## config.mk

```make
export PLATFORM = sky130hd
export DESIGN_NAME = cfdcs_credit_alu
export DESIGN_NICKNAME = d
export VERILOG_FILES = /design/src/rtl/core/cfdcs_pkg.sv /design/src/rtl/core/cfdcs_credit_alu.sv
export SDC_FILE = /design/constraint.sdc
export NUM_CORES = 1
export LEC_CHECK = 0
export ABC_AREA = 1
export BUFFER_PORTS_ARGS = -buffer_cell sky130_fd_sc_hd__buf_2
export CAP_MARGIN = 20
export CORE_UTILIZATION = 40
export DETAILED_ROUTE_END_ITERATION = 16
export PLACE_DENSITY = 0.72
export SLEW_MARGIN = 20
export SYNTH_ARGS = -nofsm -noshare
export SYNTH_HDL_FRONTEND = slang
export SYNTH_SLANG_ARGS = --single-unit
```

## constraint.sdc

```tcl
create_clock -name vclk -period 5.89
set_input_delay 0.2945 -clock vclk [all_inputs]
set_output_delay 0.2945 -clock vclk [all_outputs]
set_load 0.05 [all_outputs]
```

## src/rtl/core/cfdcs_pkg.sv

```systemverilog
// Types and constants of the credit-fair DRAM command scheduler.
package cfdcs_pkg;

   localparam int CRED_W      = 11;
   localparam int EFF_W       = 12;
   localparam int CYCLE_W     = 48;
   localparam int QLEN_W      = 7;
   localparam int CHAN_IN_W   = 2;
   localparam int THREAD_IN_W = 7;
   localparam int INDEX_W     = 6;
   localparam int DCNT_W      = 8;
   localparam int CSR_INDEX_W = 2;
   localparam int CSR_DATA_W  = 11;

   localparam logic [CRED_W-1:0] RESET_CREDIT      = 11'd1024;
   localparam logic [QLEN_W-1:0] RESET_HIGH_WM     = 7'd40;
   localparam logic [QLEN_W-1:0] RESET_LOW_WM      = 7'd20;
   localparam logic [DCNT_W-1:0] RESET_MIN_DRAIN   = 8'd1;
   localparam logic [DCNT_W-1:0] DCNT_MAX          = 8'd255;

   typedef enum logic [1:0] {
      MODE_BEGIN = 2'd0,
      MODE_READ  = 2'd1,
      MODE_WRITE = 2'd2,
      MODE_NONE  = 2'd3
   } mode_type;

   typedef enum logic [CSR_INDEX_W-1:0] {
      CSR_HIGH_WM    = 2'd0,
      CSR_LOW_WM     = 2'd1,
      CSR_MIN_DRAIN  = 2'd2,
      CSR_CREDIT_CAP = 2'd3
   } csr_index_type;

   typedef enum logic [2:0] {
      ST_CLEAR,
      ST_IDLE,
      ST_BEGIN,
      ST_SWEEP,
      ST_ENTRY
   } state_type;

   typedef struct packed {
      logic [QLEN_W-1:0] high_wm;
      logic [QLEN_W-1:0] low_wm;
      logic [DCNT_W-1:0] min_drain;
      logic [CRED_W-1:0] credit_cap;
   } csr_type;

   typedef struct packed {
      logic              update;
      logic              count;
      logic [QLEN_W-1:0] rq;
      logic [QLEN_W-1:0] wq;
   } drain_cmd_type;

endpackage

```

## src/rtl/core/cfdcs_credit_alu.sv

```systemverilog
// Shared credit adder and comparator: credit refresh and effective-credit ranking.
module cfdcs_credit_alu import cfdcs_pkg::*; (
   input  logic [CRED_W-1:0] credit,
   input  logic [CRED_W-1:0] addend,
   input  logic [EFF_W-1:0]  limit,
   output logic [EFF_W-1:0]  sum,
   output logic              gt
);

   always_comb begin
      sum = {1'b0, credit} + {1'b0, addend};
      gt  = sum > limit;
   end

endmodule

```

# Yosys cells after proc, flatten, opt, wreduce, memory -nomap -nowiden
# Index checks and enable logic that the tools add are counted.
[classes]
add_sub_neg = 1
multipliers = 0
n_div = 0
order_cmp = 1
n_eq_ne = 0
n_shift = 0
muxes = 0
bitwise = 0
reduce_logical = 0
[ops]
columns = ["op", "count"]
rows = [
  ["$add 11x11->12", 1],
  ["$gt 12x12->1", 1],
]
[totals]
reg_bits = 0
latch_bits = 0
ramBits = 0
romBits = 0
input_bits = 34
output_inout_bits = 13
word_cells = 2
mem_count = 0

# Depth between registers and ports, before layout
[depth]
depth_word = 2
depth_mapped = 16
depth_no_buf = 16

# Worst setup path before layout
# OpenSTA, ideal clock, no wires.
[synth_path]
path_kind = "input port to output port"
from = "input port credit[0]"
to = "output port gt"
arrival_ns = 3.160
t_required_ns = 5.595
setup_slack_ns = 2.435
stages = 11
path_buffers = 0
cell_sequence = "ha_1 > fa_1 > nand2_1 > nand3_1 > xor2_1 > ha_1 > nand2_1 > nor2_1 > nand2_1 > nor2_1 > nor2_1"
[synth_via]
elab_chain_len = 2
[synth_rtl]
columns = ["element", "line", "text"]
rows = [
  ["start, declared", "cfdcs_credit_alu.sv:3", "input logic [CRED_W-1:0] credit,"],
  ["$add 11x11->12", "cfdcs_credit_alu.sv:11", "sum = {1'b0, credit} + {1'b0, addend};"],
  ["net sum[6]", "cfdcs_credit_alu.sv:6", "output logic [EFF_W-1:0] sum,"],
  ["$gt 12x12->1", "cfdcs_credit_alu.sv:12", "gt = sum > limit;"],
  ["end, declared", "cfdcs_credit_alu.sv:7", "output logic gt"],
]
# The timed path passes the listed nets, and every way through them passes these cells.

# Worst setup path after layout
[layout_path]
from = "input port credit[0]"
to = "output port gt"
[layout_via]
elab_chain_len = 2
[layout_rtl]
columns = ["element", "line"]
rows = [
  ["$add 11x11->12", "cfdcs_credit_alu.sv:11"],
  ["$gt 12x12->1", "cfdcs_credit_alu.sv:12"],
]
# Every way passes these cells.

==> results_dict.tcl <==
set metrics [dict create \
    outcome "complete, no violations" \
    cp-start-kind "input pin" \
    grt-ovfl-total 0 \
    crit_path_start "credit[0]" \
    critPathArrivalTime_ns 2.55 \
    power.switching_uw 129 \
    seq_cells 0 \
    leakagePower_uw 0.000803 \
    synthTopCellsByCount "62 x nand2_1, 32 x inv_1, 23 x ha_1, 16 x nor2_1, 11 x nand3_1" \
    seq_power_share 0 \
    first_pass_iters 4 \
    syn_nets 223 \
    die_height_um 49.6 \
    hold_viol 0 \
    seqCellArea_um2 0 \
    use_met3 0 \
    syn_inst 165 \
    grtUsageMet1 0.241 \
    post-route-util 0.575 \
    synth_top_area_cell "ha_1" \
    hpwl_mm 2.06 \
    totalPowerFinal_uw 188 \
    grt_pass1_vias 966 \
    synthToLayoutAreaGrowth_pct 29.7 \
    die_area_um2 2460 \
    fin_setup_tns_ns 0 \
    grt_pass1_wl_mm 3.76 \
    worst_slew_pin_slew_ns 0.278 \
    busiest_layer "met2" \
    worstPathRequired_ns 5.60 \
    synth_area_leaders "ha_1 32%, nand2_1 26%, inv_1 13%" \
    ios 47 \
    criticalPathCategory "in2out" \
    powerDensity_nw_per_um2 160 \
    vias_per_cell 4.69 \
    hold_path_class "in2out" \
    postCtsSetupRepairBufs 0 \
    routed_wl_mm 2.21 \
    core_um2 2040 \
    avgSynthCellArea_um2 5.49 \
    drt_iter0_markers 17 \
    ys_seq_area_frac 0 \
    yosysMostFrequentCell "nand2_1" \
    clock_power_share 0 \
    slew_headroom 0.815 \
    finalSetupViolCount 0 \
    antenna_found_initial 0 \
    grt_setup_unrepaired "false" \
    grt_max_degree 7 \
    drc_errors 0 \
    insertedDiodeCount 0 \
    hold-path-cell-count 3 \
    yosys_warnings 0 \
    grt_util_met2 0.360 \
    max_clock_freq_ghz 0.351 \
    critPathCapture "gt" \
    cts_hold_buf 0 \
    p_comb_frac 1.000 \
    cts_resized 0 \
    cap_violations 0 \
    path_max_fanout 4 \
    initial_core_util 0.444 \
    intPower_uw 58.6 \
    synth.top_cell.area_share 0.318 \
    finalMaxSlewViolations 0 \
    floorplan.rows 16 \
    gp_congestion 0.859 \
    ys_types 14 \
    finalCritPeriodShare 0.483 \
    portBuffers 47 \
    vdd_drop_max_uv 77.7 \
    drive_gt1_frac 0.231 \
    wl_per_cell_um 9.24 \
    post-route-min-period_ns 2.85 \
    num_vias 1120 \
    dieWidth_um 49.6 \
    clkbuf_count 0 \
    track_usage 0.186 \
    netlist_area_um2 906 \
    nets 272 \
    ant_nets 0 \
    netSwitchingFraction 0.688 \
    cp-end-kind "primary output" \
]
[logic make-up after synthesis]
logic type,Yosys count,share of synthesized area
XOR/XNOR,5,0.0483
adder cells (fa/ha/maj),24,0.340
AO/OA/AOI/OAI,10,0.0580
buffers and inverters,32,0.133
AND/OR/NAND/NOR,94,0.421
[cell type report]
| class | instances | area (µm²) |
|---|---|---|
| multi-input combinational | 133 | 786 |
| timing repair buffer | 47 | 235 |
| tap | 27 | 33.8 |
| inverter | 32 | 120 |
| fill | 238 | 867 |
[metal layers]
layer	wire, µm	up-vias
met3	82	0
met4	0	0
li1	-	612
met2	1120	30
met1	1010	478
met5	0	-
[worst max-delay path: stages]
cell and delay [ns]:
buf_2 0.10, ha_1 0.23, fa_1 0.44, nand2_1 0.09, nand3_1 0.08, nand3_1 0.11, nand2_1 0.07, nand2_1 0.06
nand2_1 0.07, ha_1 0.28, nand2_1 0.04, nor2_1 0.11, nand2_1 0.08, a21oi_1 0.11, nor2_1 0.06, nor2_1 0.08
buf_2 0.26
[worst min path at each step]
stage,from,endpoint,slack (ns)
final,addend[0],sum[0],1.05
after global routing,addend[0],sum[0],1.09
after CTS,addend[0],sum[0],1.06
after detailed placement,addend[0],sum[0],1.06
after global placement,addend[0],sum[0],1.07
after floorplan,addend[0],sum[0],0.97
[per-stage QoR]
stage,worst slack (ns),hold slack [ns],std cells,area (µm²)
final,3.04,1.05,239,1170
after global routing,2.75,1.09,239,1170
after CTS,3.04,1.06,239,1170
after detailed placement,3.04,1.06,239,1170
after global placement,3.10,1.07,239,1170
after floorplan,2.44,0.969,165,906
[layout by cell type, fill, tap and decap left out, types with 2 or more instances in the layout]
cell type / netlist / routed
nand2_1: 62 / 62
buf_2: 0 / 47
inv_1: 32 / 32
ha_1: 23 / 23
nor2_1: 16 / 16
nand3_1: 11 / 11
a21oi_1: 9 / 9
xor2_1: 4 / 4
nand4_1: 2 / 2
[power groups by stage]
stage	Sequential, µW	Combinational (µW)	Clock [µW]
global placement	0	185	0
floorplan	0	144	0
global route	0	209	0
CTS	0	190	0
finish	0	188	0
detailed placement	0	189	0
Power figures use the tool's default switching activity.
