==> src/rtl/core/cfdcs_pkg.sv <==
// Types and constants of the credit-fair DRAM command scheduler.
package cfdcs_pkg;

   localparam int CRED_W      = 11;
   localparam int EFF_W       = 12;
   localparam int CYCLE_W     = 48;
   localparam int QLEN_W      = 7;
   localparam int CHAN_IN_W   = 2;
   localparam int THREAD_IN_W = 7;
   localparam int INDEX_W     = 6;
   localparam int DCNT_W      = 8;
   localparam int CSR_INDEX_W = 2;
   localparam int CSR_DATA_W  = 11;

   localparam logic [CRED_W-1:0] RESET_CREDIT      = 11'd1024;
   localparam logic [QLEN_W-1:0] RESET_HIGH_WM     = 7'd40;
   localparam logic [QLEN_W-1:0] RESET_LOW_WM      = 7'd20;
   localparam logic [DCNT_W-1:0] RESET_MIN_DRAIN   = 8'd1;
   localparam logic [DCNT_W-1:0] DCNT_MAX          = 8'd255;

   typedef enum logic [1:0] {
      MODE_BEGIN = 2'd0,
      MODE_READ  = 2'd1,
      MODE_WRITE = 2'd2,
      MODE_NONE  = 2'd3
   } mode_type;

   typedef enum logic [CSR_INDEX_W-1:0] {
      CSR_HIGH_WM    = 2'd0,
      CSR_LOW_WM     = 2'd1,
      CSR_MIN_DRAIN  = 2'd2,
      CSR_CREDIT_CAP = 2'd3
   } csr_index_type;

   typedef enum logic [2:0] {
      ST_CLEAR,
      ST_IDLE,
      ST_BEGIN,
      ST_SWEEP,
      ST_ENTRY
   } state_type;

   typedef struct packed {
      logic [QLEN_W-1:0] high_wm;
      logic [QLEN_W-1:0] low_wm;
      logic [DCNT_W-1:0] min_drain;
      logic [CRED_W-1:0] credit_cap;
   } csr_type;

   typedef struct packed {
      logic              update;
      logic              count;
      logic [QLEN_W-1:0] rq;
      logic [QLEN_W-1:0] wq;
   } drain_cmd_type;

endpackage

==> src/rtl/core/cfdcs_drain.sv <==
// Per-channel write-drain mode state and its watermark rules.
module cfdcs_drain import cfdcs_pkg::*; #(
   parameter int CHANNELS = 4
) (
   input  logic                                          clock,
   input  logic                                          reset,
   input  csr_type                                       csr,
   input  logic [((CHANNELS > 1) ? $clog2(CHANNELS) : 1)-1:0] ch,
   input  drain_cmd_type                                 cmd,
   output logic                                          flag
);

   logic              flag_ff  [CHANNELS];
   logic              flag_in  [CHANNELS];
   logic              empty_ff [CHANNELS];
   logic              empty_in [CHANNELS];
   logic [DCNT_W-1:0] count_ff [CHANNELS];
   logic [DCNT_W-1:0] count_in [CHANNELS];

   logic              f;
   logic              e;
   logic [DCNT_W-1:0] n;

   always_comb begin
      flag_in  = flag_ff;
      empty_in = empty_ff;
      count_in = count_ff;
      f = flag_ff[ch];
      e = empty_ff[ch];
      n = count_ff[ch];
      if (cmd.update) begin
         if (cmd.wq > csr.high_wm && !f) begin
            f = 1'b1;
            n = '0;
         end
         // drain into an empty read queue
         if (cmd.rq == '0 && cmd.wq != '0 && !f) begin
            f = 1'b1;
            n = '0;
            e = 1'b1;
         end
         if (f && cmd.wq <= csr.low_wm && !e) begin
            f = 1'b0;
         end
         if (f && cmd.rq != '0 && e && n > csr.min_drain) begin
            f = 1'b0;
            e = 1'b0;
         end
         if (cmd.wq == '0) begin
            f = 1'b0;
         end
      end else if (cmd.count) begin
         if (n != DCNT_MAX) begin
            n = n + 1'b1;
         end
      end
      flag_in[ch]  = f;
      empty_in[ch] = e;
      count_in[ch] = n;
   end

   always_ff @(posedge clock) begin
      if (reset) begin
         for (int i = 0; i < CHANNELS; i++) begin
            flag_ff[i]  <= 1'b0;
            empty_ff[i] <= 1'b0;
            count_ff[i] <= '0;
         end
      end else begin
         flag_ff  <= flag_in;
         empty_ff <= empty_in;
         count_ff <= count_in;
      end
   end

   assign flag = flag_ff[ch];

endmodule

==> config.mk <==
export PLATFORM = sky130hd
export DESIGN_NAME = cfdcs_drain
export DESIGN_NICKNAME = d
export VERILOG_FILES = /design/src/rtl/core/cfdcs_pkg.sv /design/src/rtl/core/cfdcs_drain.sv
export SDC_FILE = /design/constraint.sdc
export NUM_CORES = 1
export LEC_CHECK = 0
export BUFFER_PORTS_ARGS = -buffer_cell sky130_fd_sc_hd__buf_2
export CAP_MARGIN = 0
export CORE_MARGIN = 1.5
export CORE_UTILIZATION = 30
export CTS_BUF_LIST = sky130_fd_sc_hd__clkbuf_8
export DETAILED_ROUTE_END_ITERATION = 12
export SLEW_MARGIN = 20
export SYNTH_ARGS = -nofsm -noshare
export SYNTH_HDL_FRONTEND = slang
export SYNTH_SLANG_ARGS = --single-unit
==> constraint.sdc <==
create_clock -name clock -period 4 [get_ports clock]
set_input_delay 0.8 -clock clock [delete_from_list [all_inputs] [get_ports clock]]
set_output_delay 0.8 -clock clock [all_outputs]
set_load 0.02 [all_outputs]
Word level (Yosys, flattened, before mapping)
Index checks and enable logic that the tools add are counted.
{"block": "word_totals", "reg_bits": 40, "latch_bits": 0, "ramBits": 0, "rom_bits": 0, "in_bits": 53, "output_inout_bits": 1, "wordCells": 71, "memories": 0}
{"block": "op_classes", "n_addsub": 1, "mul": 0, "div": 0, "magnitude_cmp": 5, "n_eq_ne": 1, "shift": 0, "mux": 35, "bitwise": 1, "reduce_logical": 16}
{"cell": "$mux 8", "n": 9}
{"cell": "$bwmux 32", "n": 1}
{"cell": "$mux 1", "n": 18}
{"cell": "$bmux 8 s2", "n": 1}
{"cell": "$demux 8 s2", "n": 1}
{"cell": "$logic_not 7->1", "n": 2}
{"cell": "$reduce_bool 7->1", "n": 2}
{"cell": "$logic_and 1x1->1", "n": 9}
{"cell": "$add 8x1->8 const B", "n": 1}
{"cell": "$bwmux 4", "n": 2}
{"cell": "$gt 8x8->1", "n": 1}
{"cell": "$ne 8x8->1 const B", "n": 1}
{"cell": "$gt 7x7->1", "n": 1}
{"cell": "$le 7x7->1", "n": 1}
{"cell": "$bmux 1 s2", "n": 2}
{"cell": "$ge 3x3->1 const B", "n": 1}
{"cell": "$logic_not 1->1", "n": 3}
{"cell": "$lt 3x1->1 const B", "n": 1}
{"cell": "$not 2->3", "n": 1}
{"cell": "$demux 1 s2", "n": 1}

Logic depth before layout (Yosys ltp)
{"block": "depth", "depth_word": 23, "mapped_depth": 14, "ltp_nobuf": 14}

Least setup slack after synthesis
No wires, ideal clock.
{"block": "synth_path", "path_kind": "input to register", "from": "input ch[0] (netlist name)", "to": "register empty_ff[0] (netlist name)", "setup_time_ns": 0.101, "t_arrival_ns": 3.468, "required_ns": 3.899, "setup_slack_ns": 0.431, "path_stages": 11, "n_path_buf": 1, "path_cell_list": "buf_2 -> mux4_2 -> a21o_1 -> and2_1 -> ha_1 -> a211o_1 -> a21oi_1 -> a211oi_1 -> and3_1 -> and3_1 -> o41ai_1"}
{"block": "synth_via", "elab_chain_len": 22, "elab_cells_between_ends": 40, "classes_between": "3 x order compare; 25 x mux; 1 x bitwise; 11 x reduce/logical"}
{"item": "start: declaration", "line": "cfdcs_drain.sv:8", "rtl": "input logic [((CHANNELS > 1) ? $clog2(CHANNELS) : 1)-1:0] ch,"}
{"item": "$not 2->3 (*)"}
{"item": "$bmux 1 s2 (*)"}
{"item": "$mux 1 (*) (2 in a row)"}
{"item": "net flag", "line": "cfdcs_drain.sv:10", "rtl": "output logic flag"}
{"item": "parallel branches: the longest is 15 deep, another holds $gt 8x8->1"}
{"item": "$mux 1 (*)", "line": "cfdcs_drain.sv:45", "rtl": "if (f && cmd.rq != '0 && e && n > csr.min_drain) begin"}
{"item": "$mux 1 (*)", "line": "cfdcs_drain.sv:31", "rtl": "if (cmd.update) begin"}
{"item": "$bwmux 4 (*)", "line": "cfdcs_drain.sv:58", "rtl": "empty_in[ch] = e;"}
{"item": "end signal: assignment", "line": "cfdcs_drain.sv:71", "rtl": "empty_ff <= empty_in;"}
{"item": "end: declaration", "line": "cfdcs_drain.sv:15", "rtl": "logic empty_ff [CHANNELS];"}
Mark *: on every way through the listed nets, which the timed path passes. The select of a mux whose other input is x is not followed.
A chain may end at the register's enable or synchronous reset.

Worst setup path in the final report
{"block": "layout_path", "from": "input cmd[3] (netlist name)", "to": "register empty_ff[0] (netlist name)"}
{"block": "layout_via", "elab_chain_len": 18, "elab_cells_between_ends": 28, "classes_between": "3 x order compare; 14 x mux; 11 x reduce/logical"}
{"item": "start: declaration", "line": "cfdcs_drain.sv:9", "rtl": "input drain_cmd_type cmd,"}
{"item": "parallel branches: the longest is 15 deep, another holds $gt 8x8->1"}
{"item": "$mux 1 (*)", "line": "cfdcs_drain.sv:45"}
{"item": "$mux 1 (*)", "line": "cfdcs_drain.sv:31"}
{"item": "$bwmux 4 (*)", "line": "cfdcs_drain.sv:58"}
Mark *: on every way between the ends. The select of a mux whose other input is x is not followed.

==> run summary <==
Hold/Removal Path Class - reg2reg
Syn_nets - 387
Largest net degree at the start of global routing - 49
PostCTS Resize Cnt - 0
Pint - 0.0006888 W
Fin Hold WS - 0.4570 ns
Req. time, crit path - 4.20 ns
Post-synthesis mux area share - 9.524%
Compound-Gate Fraction of Synth Area - 21.61%
Fraction of synthesized cell area in xor and xnor cells - 0%
Combinational Power Share - 22.1%
Overall routing resource usage - 13.87%
WL final - 6609 um
Nets - 425
Grt ovf - 0
Hold Violations, Final - 0
I/O Buffers - 42
Routed len/inst - 14.43 um
Area of the mapped netlist - 2733 um2
Post-synth EDFFs - 0
CP arrival - 3.84 ns
#FFs+latches synth - 40
Setup TNS Final - 0 ns
Fmax - 274.5 MHz
FILL cells - 900
Pleak - 1.313 nW
Critical path launch point type - input pin
CTS Buffer Depth - 2
Placed cell count - 450
Root Buffer - clkbuf_8
Max Cap Violations - 0
Power per cell area - 304.8 nW/um2
Clk sinks - 40
Endpoints failing setup - 0
Seq/Total Area, Yosys - 29.30%
Setup CP Type - in2reg
Min cycle time layout - 3.643 ns
Worst-path fanout max - 7
DR iter-0 viols - 152
Worst-Margin Slew - 0.9829 ns
Clock Pin Slew Worst Setup and Hold Paths - 0.08 ns
Initial antenna violation count - 0
Avg Synthesized Cell Area - 8.787 um2
Critical Path Sink Type - flip-flop
Row Count - 34
Layout area overhead - 15.16%
RSZ-0062 raised after global routing - false
Synth Flop Type - dfxtp_1
Non-Filler Instances - 458
CTS Hold Bufs - 0
Proportion of layout cells with a drive suffix above 1 - 21.14%
Cells on worst reg2reg path - 10
Starting Density - 31.18%
Cell variety after synth - 52
Clk_skew - 0.009880 ns
Num CTS Buffers - 5
Largest area contributor in the netlist - dfxtp_1
Clock power share - 33.6%
H-tree depth - 2
Finished Core Util - 35.91%
Final Max Tran Viols - 0
Fraction of the mapped netlist area in adder cells - 10.53%
HPWL Detailed - 4936 um
Cell count after synthesis - 311
Relative slew margins - 34.34%
Global-route wire length before repair - 11100 um
Synth top area cells - dfxtp_1, ha_1, a211oi_1
Most frequent cells in the layout - buf_2, dfxtp_1, nor2_1
Hold Path Stages - 2
Reported net switching power - 0.0002704 W
Via count - 2452
Final period utilization - 91.07%
Core region area - 8763 um2
Vias/cell - 5.354
Post-Synth Simple-Gate Area - 22.57%
TritonCTS clock tree - yes
Maximum VDD drop - 0.1390 mV
Largest family of logic cells by synthesized area - simple AND/OR/NAND/NOR gates
Async SR Flop Fraction - 0%
Global placement routability congestion - 0.8622
First-pass detailed-route iteration total - 4
Setup Fix Bufs, Post-CTS - 0
Antenna viol nets, final - 0
Register share of total power - 44.3%
Yosys top cell area share - 29.30%
Residual DRC - 0
Die X - 98.44 um
N_diodes - 0
# IOs - 54
Die area - 9690 um2
Commonest non-fill, non-tap cell in the layout - buf_2
Status - completed
Sw Ratio - 28.19%
Vias in the first global route - 2338
Vert. Die Dim - 98.44 um
Synth warn - 0
Clk_lat worst skew - 0.29 ns
[stage by stage]
| step | total power (W) | worst slack (ns) | area [um2] |
|---|---|---|---|
| CTS | 0.0009648 | 0.3123 | 3144 |
| finish | 0.0009592 | 0.3570 | 3147 |
| global placement | 0.0006382 | 0.1279 | 3037 |
| floorplan | 0.0005785 | 0.4310 | 2733 |
| global route | 0.001009 | 0.06288 | 3147 |
| detailed placement | 0.0006451 | 0.005233 | 3037 |
[synthesized netlist by cell type, types with 2 or more instances]
library cell  instances
a211oi_1             23
a21o_1                3
a21oi_1              15
a311oi_1              4
a31oi_1               4
and2_1                7
and3_1                4
buf_2                 3
buf_6                 2
clkbuf_1             10
dfxtp_1              40
ha_1                 23
inv_1                26
mux4_1                3
mux4_2                7
nand2_1              15
nand2b_1              2
nand3_1              10
nand3b_1             10
nand4_1               5
nor2_1               39
nor2b_1               6
nor3_1                8
nor3b_1               2
nor4_1                3
o21a_1                2
o31ai_1               4
o41ai_1               4
o41ai_2               3
or2_2                 2
[path summary, 6_finish.rpt]
kind	from	to	slack [ns]
hold / removal	count_ff[22]	count_ff[22]	0.46
setup reg to reg	flag_ff[0]	empty_ff[0]	1.02
hold reg to reg	count_ff[22]	count_ff[22]	0.46
setup / recovery	cmd[3]	empty_ff[0]	0.36
[flip-flops by register name, indices dropped and copies added, names as in the netlist]
| register | count |
|---|---|
| flag_ff | 4 |
| count_ff | 32 |
| empty_ff | 4 |
[kinds of logic (layout without fill, tap and decap cells)]
| kind of cell | count (synthesis) | count (layout) |
|---|---|---|
| AO/OA/AOI/OAI | 74 | 74 |
| flip-flops | 40 | 40 |
| adder cells (fa/ha/maj) | 23 | 23 |
| multiplexers | 12 | 12 |
| AND/OR/NAND/NOR | 120 | 120 |
| buffers and inverters | 42 | 81 |
[per-layer routing]
layer	GRT usage, %	vias up	share of wire, %
li1	-	1243	-
met1	19.60	1145	50
met2	22.39	58	45
met3	2.270	6	4.5
met4	2.925	0	0.85
met5	0	-	0
[power by group through the flow]
stage | clock network, W | registers (W) | logic (W)
after CTS | 0.000328 | 0.000425 | 0.000212
after global placement | 0 | 0.000433 | 0.000205
after floorplan | 0 | 0.000431 | 0.000147
after detailed placement | 0 | 0.000434 | 0.000211
after global routing | 0.000342 | 0.000427 | 0.000241
final | 0.000322 | 0.000425 | 0.000212
[final cells by class]
class / count / area [um2] / share of cell area, %
inverter: 26 / 97.59 / 3.101
clock buffer: 5 / 68.82 / 2.187
sequential: 40 / 800.8 / 25.45
tap: 108 / 135.1 / 4.294
timing repair buffer: 47 / 247.7 / 7.873
clock inverter: 3 / 38.79 / 1.233
multi-input combinational: 229 / 1758 / 55.86
[worst max-delay path: stages]
cell     delay (ns)
buf_2          0.12
or4_1          0.59
o41ai_2        0.29
a21o_1         0.26
and2_1         0.17
ha_1           0.24
a211o_1        0.29
a21oi_1        0.20
nand3_1        0.14
and3_1         0.19
and3_1         0.23
o41ai_1        0.31
No activity file was read; power rests on OpenSTA's default activity.
